`config.mk`:
```
export PLATFORM = sky130hd
export DESIGN_NAME = preemptive_priority_scheduler
export DESIGN_NICKNAME = d
export VERILOG_FILES = /design/src/rtl/pps_pkg.sv /design/src/rtl/pps_cell.sv /design/src/rtl/preemptive_priority_scheduler.sv
export SDC_FILE = /design/constraint.sdc
export NUM_CORES = 2
export LEC_CHECK = 0
export BUFFER_PORTS_ARGS = -buffer_cell sky130_fd_sc_hd__buf_4
export CAP_MARGIN = 25
export CORE_MARGIN = 8
export CORE_UTILIZATION = 68
export CTS_CLUSTER_SIZE = 8
export DETAILED_ROUTE_END_ITERATION = 10
export GPL_TIMING_DRIVEN = 1
export PLACE_DENSITY_LB_ADDON = 0.25
export SKIP_LAST_GASP = 1
export SYNTH_ARGS = -nofsm -noshare
export SYNTH_HDL_FRONTEND = slang
export SYNTH_SLANG_ARGS = --single-unit
export TNS_END_PERCENT = 5
```
`constraint.sdc`:
```
create_clock -name clock -period 10 [get_ports clock]
set_clock_uncertainty 0.1 [all_clocks]
set_input_delay 1.5 -clock clock [delete_from_list [all_inputs] [get_ports clock]]
set_output_delay 1.5 -clock clock [all_outputs]
set_load 0.01 [all_outputs]
```
`src/rtl/pps_pkg.sv`:
```
// Shared types and codes for the preemptive priority scheduler.
package pps_pkg;

   localparam int PrioW = 16;
   localparam int BurstW = 16;
   localparam int TimeW = 32;
   localparam int RspSlotW = 4;

   // Result status codes
   localparam logic [1:0] ST_LOADED = 2'd0;
   localparam logic [1:0] ST_RAN    = 2'd1;
   localparam logic [1:0] ST_IDLE   = 2'd2;
   localparam logic [1:0] ST_REJECT = 2'd3;

   // Request kinds
   localparam logic KIND_LOAD = 1'b0;
   localparam logic KIND_TICK = 1'b1;

   // Running best candidate handed from cell to cell during a scan
   typedef struct packed {
      logic              valid;
      logic              found;
      logic [PrioW-1:0]  prio;
      logic [BurstW-1:0] burst;
      logic [BurstW-1:0] remain;
   } cand_type;

   // Entry write broadcast to all cells
   typedef struct packed {
      logic              en;
      logic [PrioW-1:0]  prio;
      logic [BurstW-1:0] burst;
   } load_type;

endpackage

```
`src/rtl/pps_cell.sv`:
```
// One table slot of the scheduler: holds an entry and relays the scan candidate.
module pps_cell #(
   parameter int MAX_PROCS = 16,
   parameter int IDX = 0,
   localparam int SlotW = $clog2(MAX_PROCS)
) (
   input  logic               clock,
   input  logic               reset,
   input  pps_pkg::load_type  load,
   input  logic [SlotW-1:0]   load_slot,
   input  logic               grant_en,
   input  logic [SlotW-1:0]   grant_slot,
   input  pps_pkg::cand_type  cand_in,
   input  logic [SlotW-1:0]   cand_slot_in,
   output pps_pkg::cand_type  cand_out,
   output logic [SlotW-1:0]   cand_slot_out
);
   import pps_pkg::*;

   localparam logic [SlotW-1:0] MyIdx = SlotW'(IDX);

   logic              used_ff, used_in;
   logic              done_ff, done_in;
   logic [PrioW-1:0]  prio_ff, prio_in;
   logic [BurstW-1:0] burst_ff, burst_in;
   logic [BurstW-1:0] remain_ff, remain_in;
   cand_type          cand_ff, cand_in_next;
   logic [SlotW-1:0]  slot_ff, slot_in;
   logic              take_own;

   // Compare own entry against the incoming candidate; strict less keeps lower slot on ties
   assign take_own = used_ff && !done_ff && (!cand_in.found || prio_ff < cand_in.prio);

   always_comb begin
      cand_in_next = cand_in;
      slot_in = cand_slot_in;
      if (take_own) begin
         cand_in_next.found  = 1'b1;
         cand_in_next.prio   = prio_ff;
         cand_in_next.burst  = burst_ff;
         cand_in_next.remain = remain_ff;
         slot_in = MyIdx;
      end
   end

   // Load a new entry or charge one time unit to the granted entry
   always_comb begin
      used_in   = used_ff;
      done_in   = done_ff;
      prio_in   = prio_ff;
      burst_in  = burst_ff;
      remain_in = remain_ff;
      if (load.en && load_slot == MyIdx) begin
         used_in   = 1'b1;
         done_in   = 1'b0;
         prio_in   = load.prio;
         burst_in  = load.burst;
         remain_in = load.burst;
      end else if (grant_en && grant_slot == MyIdx) begin
         remain_in = remain_ff - BurstW'(1);
         if (remain_ff == BurstW'(1)) begin
            done_in = 1'b1;
         end
      end
   end

   always_ff @(posedge clock) begin
      if (reset) begin
         used_ff <= 1'b0;
         done_ff <= 1'b0;
         cand_ff <= '0;
      end else begin
         used_ff <= used_in;
         done_ff <= done_in;
         cand_ff <= cand_in_next;
      end
   end

   always_ff @(posedge clock) begin
      prio_ff   <= prio_in;
      burst_ff  <= burst_in;
      remain_ff <= remain_in;
      slot_ff   <= slot_in;
   end

   assign cand_out = cand_ff;
   assign cand_slot_out = slot_ff;

endmodule

```
`src/rtl/preemptive_priority_scheduler.sv`:
```
// Preemptive priority scheduler top level: request handling, cell chain, result register.
//
// Usage: items arrive on the req_ channel (valid/ready). kind 0 loads an entry
// (priority, burst length) into the next free slot; kind 1 runs one time unit
// for the unfinished entry with the lowest priority number, lowest slot on ties.
// Every item yields exactly one result on the rsp_ channel (valid/ready).
// A load is answered in the cycle after acceptance. A tick sends a candidate down
// the row of MAX_PROCS cells, one cell per cycle, and its result is registered
// when the candidate leaves the last cell. One item is in flight at a time.
// The result register is separate from the input side: a new item is taken
// in the cycle the waiting result is taken. While rsp_ready stays low the
// result holds and req_ready stays low.
// Reset clears the entry count, the done and in-use flags and the time counter;
// table contents are written by loads and need no clearing pass.
module preemptive_priority_scheduler #(
   parameter int MAX_PROCS = 16
) (
   input  logic        clock,
   input  logic        reset,
   input  logic        req_valid,
   output logic        req_ready,
   input  logic        req_kind,
   input  logic [15:0] req_prio_value,
   input  logic [15:0] req_burst_len,
   output logic        rsp_valid,
   input  logic        rsp_ready,
   output logic [1:0]  rsp_status,
   output logic [3:0]  rsp_slot,
   output logic        rsp_finished,
   output logic [31:0] rsp_completion_time,
   output logic [31:0] rsp_waiting_time
);
   import pps_pkg::*;

   localparam int SlotW = $clog2(MAX_PROCS);
   localparam int CntW = $clog2(MAX_PROCS + 1);
   localparam logic [CntW-1:0] FullCount = CntW'(MAX_PROCS);

   typedef enum logic [1:0] {
      S_IDLE = 2'b01,
      S_SCAN = 2'b10
   } state_type;

   state_type        state_ff, state_in;
   logic [CntW-1:0]  count_ff, count_in;
   logic [TimeW-1:0] time_ff, time_in;

   logic               rsp_valid_ff, rsp_valid_in;
   logic [1:0]         status_ff, status_in;
   logic [RspSlotW-1:0] slot_ff, slot_in;
   logic               fin_ff, fin_in;
   logic [TimeW-1:0]   ct_ff, ct_in;
   logic [TimeW-1:0]   wt_ff, wt_in;

   logic             accept;
   logic             load_ok;
   load_type         load;
   logic [SlotW-1:0] load_slot;
   logic             grant_en;
   logic [BurstW-1:0] remain_next;
   logic             grant_fin;
   logic [TimeW-1:0] time_plus;

   cand_type         cand [MAX_PROCS+1];
   logic [SlotW-1:0] cand_slot [MAX_PROCS+1];

   // Take an item only when idle and the result register is free or being freed
   assign req_ready = (state_ff == S_IDLE) && (!rsp_valid_ff || rsp_ready);
   assign accept = req_valid && req_ready;

   assign load_ok = (count_ff != FullCount) && (req_burst_len != '0);
   assign load.en = accept && req_kind == KIND_LOAD && load_ok;
   assign load.prio = req_prio_value;
   assign load.burst = req_burst_len;
   assign load_slot = SlotW'(count_ff);

   // Launch an empty candidate into the head of the chain on a tick
   always_comb begin
      cand[0] = '0;
      cand[0].valid = accept && req_kind == KIND_TICK;
   end
   assign cand_slot[0] = '0;

   assign grant_en = cand[MAX_PROCS].valid && cand[MAX_PROCS].found;

   for (genvar i = 0; i < MAX_PROCS; i++) begin : g_cell
      pps_cell #(
         .MAX_PROCS(MAX_PROCS),
         .IDX(i)
      ) u_cell (
         .clock(clock),
         .reset(reset),
         .load(load),
         .load_slot(load_slot),
         .grant_en(grant_en),
         .grant_slot(cand_slot[MAX_PROCS]),
         .cand_in(cand[i]),
         .cand_slot_in(cand_slot[i]),
         .cand_out(cand[i+1]),
         .cand_slot_out(cand_slot[i+1])
      );
   end

   assign remain_next = cand[MAX_PROCS].remain - BurstW'(1);
   assign grant_fin = (remain_next == '0);
   assign time_plus = time_ff + TimeW'(1);

   // Sequence the item and build the result
   always_comb begin
      state_in     = state_ff;
      count_in     = count_ff;
      time_in      = time_ff;
      rsp_valid_in = rsp_valid_ff && !rsp_ready;
      status_in    = status_ff;
      slot_in      = slot_ff;
      fin_in       = fin_ff;
      ct_in        = ct_ff;
      wt_in        = wt_ff;
      case (state_ff)
         S_IDLE: begin
            if (accept) begin
               if (req_kind == KIND_TICK) begin
                  state_in = S_SCAN;
               end else begin
                  rsp_valid_in = 1'b1;
                  fin_in = 1'b0;
                  wt_in = '0;
                  if (load_ok) begin
                     status_in = ST_LOADED;
                     slot_in = RspSlotW'(count_ff);
                     ct_in = time_ff;
                     count_in = count_ff + CntW'(1);
                  end else begin
                     status_in = ST_REJECT;
                     slot_in = '0;
                     ct_in = '0;
                  end
               end
            end
         end
         S_SCAN: begin
            if (cand[MAX_PROCS].valid) begin
               state_in = S_IDLE;
               rsp_valid_in = 1'b1;
               if (cand[MAX_PROCS].found) begin
                  status_in = ST_RAN;
                  slot_in = RspSlotW'(cand_slot[MAX_PROCS]);
                  fin_in = grant_fin;
                  time_in = time_plus;
                  ct_in = time_plus;
                  wt_in = grant_fin ? time_plus - TimeW'(cand[MAX_PROCS].burst) : '0;
               end else begin
                  status_in = ST_IDLE;
                  slot_in = '0;
                  fin_in = 1'b0;
                  ct_in = time_ff;
                  wt_in = '0;
               end
            end
         end
         default: begin
            state_in = S_IDLE;
         end
      endcase
   end

   always_ff @(posedge clock) begin
      if (reset) begin
         state_ff     <= S_IDLE;
         count_ff     <= '0;
         time_ff      <= '0;
         rsp_valid_ff <= 1'b0;
      end else begin
         state_ff     <= state_in;
         count_ff     <= count_in;
         time_ff      <= time_in;
         rsp_valid_ff <= rsp_valid_in;
      end
   end

   always_ff @(posedge clock) begin
      status_ff <= status_in;
      slot_ff   <= slot_in;
      fin_ff    <= fin_in;
      ct_ff     <= ct_in;
      wt_ff     <= wt_in;
   end

   assign rsp_valid           = rsp_valid_ff;
   assign rsp_status          = status_ff;
   assign rsp_slot            = slot_ff;
   assign rsp_finished        = fin_ff;
   assign rsp_completion_time = ct_ff;
   assign rsp_waiting_time    = wt_ff;

   // The candidate leaves the chain only while a tick is being scanned
   a_tail_in_scan: assert property (@(posedge clock) disable iff (reset)
      cand[MAX_PROCS].valid |-> state_ff == S_SCAN)
      else $error("scan candidate left the chain outside a tick");

   // The table never holds more than MAX_PROCS entries
   a_count_bound: assert property (@(posedge clock) disable iff (reset)
      count_ff <= FullCount)
      else $error("entry count beyond table size");

   // A finished flag only comes with a granted slot
   a_fin_ran: assert property (@(posedge clock) disable iff (reset)
      rsp_valid_ff && fin_ff |-> status_ff == ST_RAN)
      else $error("finished flag on a result that ran nothing");

   // An accepted tick starts a scan and leaves no result pending
   a_tick_scan: assert property (@(posedge clock) disable iff (reset)
      accept && req_kind == KIND_TICK |=> state_ff == S_SCAN && !rsp_valid_ff)
      else $error("tick did not start a scan");

   // Time advances only on a tick that granted a slot
   a_time_step: assert property (@(posedge clock) disable iff (reset)
      !grant_en |=> $stable(time_ff))
      else $error("time moved without a grant");

endmodule
```
==> summary.txt <==
Die
  – Die area: 122,000 um2
  – Die height: 349 um
  – Core area: 110,000 um2
  – Io pins: 110
  – Die W: 349 um
  – Row count: 122
  – Starting Density: 68.3%

Timing
  – Setup TNS: 0 ps
  – Worst slew pin tran: 1110 ps
  – Min cycle time layout: 4980 ps
  – Setup violators final: 0
  – Final Hold Fails: 0
  – Max Slew Vio Count: 0
  – Fin crit share: 49.7%
  – Relative slew slack: 25.9%
  – F_max: 201 MHz
  – Hold slack: 289 ps
  – RSZ-0062 raised after global routing: no

Clocking
  – # clock sinks: 1,744
  – CTS buffer count: 235
  – Post-CTS Hold Fix Bufs: 0
  – Root Buffer: clkbuf_16
  – # H-tree levels: 4
  – CTS Buffer Depth: 3
  – PostCTS Resize Cnt: 0
  – CTS tree: yes
  – Post-CTS Setup Inserts: 0
  – Clock Pin Slew Worst Setup and Hold Paths: 60 ps
  – Skew-Pair Late Insertion Delay: 830 ps

Yosys
  – Sequential-to-total area share from yosys stat: 57.6%
  – Number of synthesized flops with an enable pin: 839
  – Syn nets: 7,244
  – Post-Synth Simple-Gate Area: 14.9%
  – Synthesized-area fraction occupied by adder cells: 4.68%
  – FF+latch count, synth: 1,744
  – Ys flop type: dfxtp_1
  – Yosys cell types: 73
  – Post-synthesis area per instance: 10.9 um2
  – Post-Syn Area: 75,200 um2
  – Syn. warnings: 0
  – Ys async rst share: 0%
  – Largest family of logic cells by synthesized area: simple AND/OR/NAND/NOR gates
  – Post-synthesis compound-gate area fraction: 8.14%
  – Mapped Cells: 6,926
  – Synth Area in XOR/XNOR: 3.33%
  – Post-synthesis mux area share: 7.48%

Routing
  – Total wire length: 173,000 um
  – DR DRC count: 0
  – Vias after detailed routing: 52,300
  – Post-DRT Antenna Nets: 0
  – Pre-Repair DR Iteration Count: 6
  – Number of vias per cell: 6.10
  – DR iter-0 viols: 4,673
  – Drt wl/cell: 20.2 um

Cells and area
  – Area Growth Syn to Fin: 11.8%
  – Final #Nets: 7,223
  – Share of cells above drive strength 1: 7.54%

Global routing
  – First-pass GRT wire length: 276,000 um
  – Number of global-route vias before repair: 52,500
  – GRT overflow: 0
  – GRT Total Usage: 27.8%
  – Antenna violations before repair: 1
  – Largest net degree at the start of global routing: 240

Run status
  – Outcome: finished, final reports clean

Power
  – Power Density: 183 nW/um2
  – Worst VDD drop: 168 uV
  – Static Leak: 28.8 nW

Place
  – DPL Wire Length: 106,000 um
  – Routability Congestion: 0.910
  – Port Buffers: 109

Critical path
  – Critical path required time: 10,450 ps
  – R2R depth: 15
  – Worst setup path class: register to register
  – Endpoint class of the critical path: register
  – Max FO, Critical Path: 8
  – CP arrival: 5430 ps
  – Critical Path Start Type: register
  – Reg-to-Reg Start: time_ff[0]
  – Worst Setup SP: time_ff[0]

Worst hold path
  – Worst Min Path Start: g_cell[10].u_cell.cand_slot_out[3]
  – Hold path depth: 1
  – Hold Crit Class: register to register

Flow run
  – Maximum Capacitance Violations: 0
## Yosys cell counts, types with 11 or more instances
cell type  instances  area share [%]
a211oi_1          26            0.26
a21o_1            78            0.78
a21oi_1          231             1.5
a31oi_1          151             1.3
and2_1            55            0.46
buf_1             47            0.23
buf_2             28            0.19
clkbuf_1         367             1.8
dfxtp_1          905              24
edfxtp_1         839              33
ha_1             280             4.7
inv_1            299             1.5
mux2i_1          562             7.5
nand2_1          616             3.1
nand2b_1          58            0.48
nand3_1           55            0.37
nand4_1          184             1.5
nand4b_1          17            0.20
nor2_1           866             4.3
nor2b_1           49            0.41
nor3_1           134            0.89
nor4_1            85            0.71
nor4b_1          138             1.6
o211ai_1          12            0.12
o21a_1            11            0.11
o21ai_0          218             1.4
o311ai_0         144             1.7
o31a_1            20            0.23
o31ai_1           16            0.16
or2_2             31            0.26
or3_1             12            0.10
xnor2_1          135             1.6
xor2_1           151             1.8
## placed cells by master, fill, tap and decap left out, types with 11 or more instances in the layout
| cell type | synthesis | routed |
|---|---|---|
| nand3_1 | 55 | 55 |
| nand4b_1 | 17 | 17 |
| nor4_1 | 85 | 85 |
| o211ai_1 | 12 | 12 |
| o31a_1 | 20 | 18 |
| xor2_1 | 151 | 151 |
| nor4b_1 | 138 | 138 |
| buf_4 | 3 | 186 |
| nor2b_1 | 49 | 48 |
| nand2b_1 | 58 | 55 |
| and2_1 | 55 | 55 |
| clkbuf_16 | 0 | 236 |
| o21a_1 | 11 | 11 |
| a21o_1 | 78 | 78 |
| or3_1 | 12 | 12 |
| o31ai_1 | 16 | 12 |
| o311ai_0 | 144 | 144 |
| o21ai_0 | 218 | 213 |
| clkbuf_1 | 367 | 177 |
| a211oi_1 | 26 | 26 |
| or2_2 | 31 | 31 |
| nor2_1 | 866 | 859 |
| mux2i_1 | 562 | 562 |
| edfxtp_1 | 839 | 839 |
| nor3_1 | 134 | 133 |
| a21oi_1 | 231 | 221 |
| nand4_1 | 184 | 184 |
| ha_1 | 280 | 280 |
| a31oi_1 | 151 | 151 |
| nand2_1 | 616 | 616 |
| dfxtp_1 | 905 | 902 |
| inv_1 | 299 | 298 |
| xnor2_1 | 135 | 135 |
## flip-flops by register name (all words and copies together), names as in the netlist, 32 cells and up
| signal | cells |
|---|---|
| g_cell.u_cell.cand_out | 784 |
| rsp_completion_time | 32 |
| time_ff | 32 |
| g_cell.u_cell.cand_slot_out | 49 |
| rsp_waiting_time | 32 |
| g_cell.u_cell.prio_ff | 256 |
| g_cell.u_cell.remain_ff | 256 |
| g_cell.u_cell.burst_ff | 256 |
## worst max-delay path, stage by stage (launching register included)
cell and delay, ps:
dfxtp_1 470, and3_2 290, nand2_1 200, nor3_2 400, and3_1 310, nand3_1 210
xnor2_1 320, ha_1 370, o21a_1 150, o21a_1 160, o21ai_0 180, nand2b_1 100
a211oi_1 880, o2111ai_1 270, xnor2_1 240, nor2_1 50
## worst paths after layout
path / slack (ps) / endpoint
worst max-delay path: 5030 / rsp_waiting_time[24]
worst min-delay path: 290 / g_cell[11].u_cell.cand_slot_out[3]
worst max register to register: 5030 / rsp_waiting_time[24]
worst min register to register: 290 / g_cell[11].u_cell.cand_slot_out[3]
## metrics by stage
step	cells	area [um2]	worst slack, ps	utilization [%]	total power, mW
2_1_floorplan	6926	75200	4350	-	7.96
3_3_place_gp	8150	77100	4500	69.9	8.14
3_5_place_dp	8152	77100	4730	69.9	8.15
4_1_cts	8578	84000	5140	76.2	15.5
5_1_grt	8582	84100	4770	76.3	15.8
6_report	8583	84100	5030	76.3	15.4
## report_power, final
part           switching, mW  internal [mW]
sequential            0.0352           7.57
clock                   2.95           4.41
combinational          0.308          0.112
## cell type report
| type | count | area [um2] |
|---|---|---|
| multi-input combinational | 4428 | 29300 |
| timing repair buffer | 196 | 1600 |
| sequential | 1744 | 43300 |
| fill | 6843 | 26100 |
| clock buffer | 413 | 6570 |
| antenna | 1 | 2.50 |
| tap | 1488 | 1860 |
| inverter | 300 | 1130 |
| clock inverter | 13 | 360 |
## cells by family (layout without fill, tap and decap cells)
group,Yosys count,count (layout)
DFF,1744,1744
xor gates and xnor gates,286,286
other,0,1
adders and majority gates,281,281
and+or+nand+nor,2342,2342
muxes,562,562
AOI/OAI and AO/OA,957,957
buffers and inverters,754,922
## per-layer routing
metal,wire length [um],track usage [%],vias to the layer above
met5,0,0,-
met4,6250,11.2,0
met3,13000,4.79,425
met2,84000,46.8,2068
met1,70100,35.7,25200
li1,-,-,24700
(Power assumes the default switching activity.)
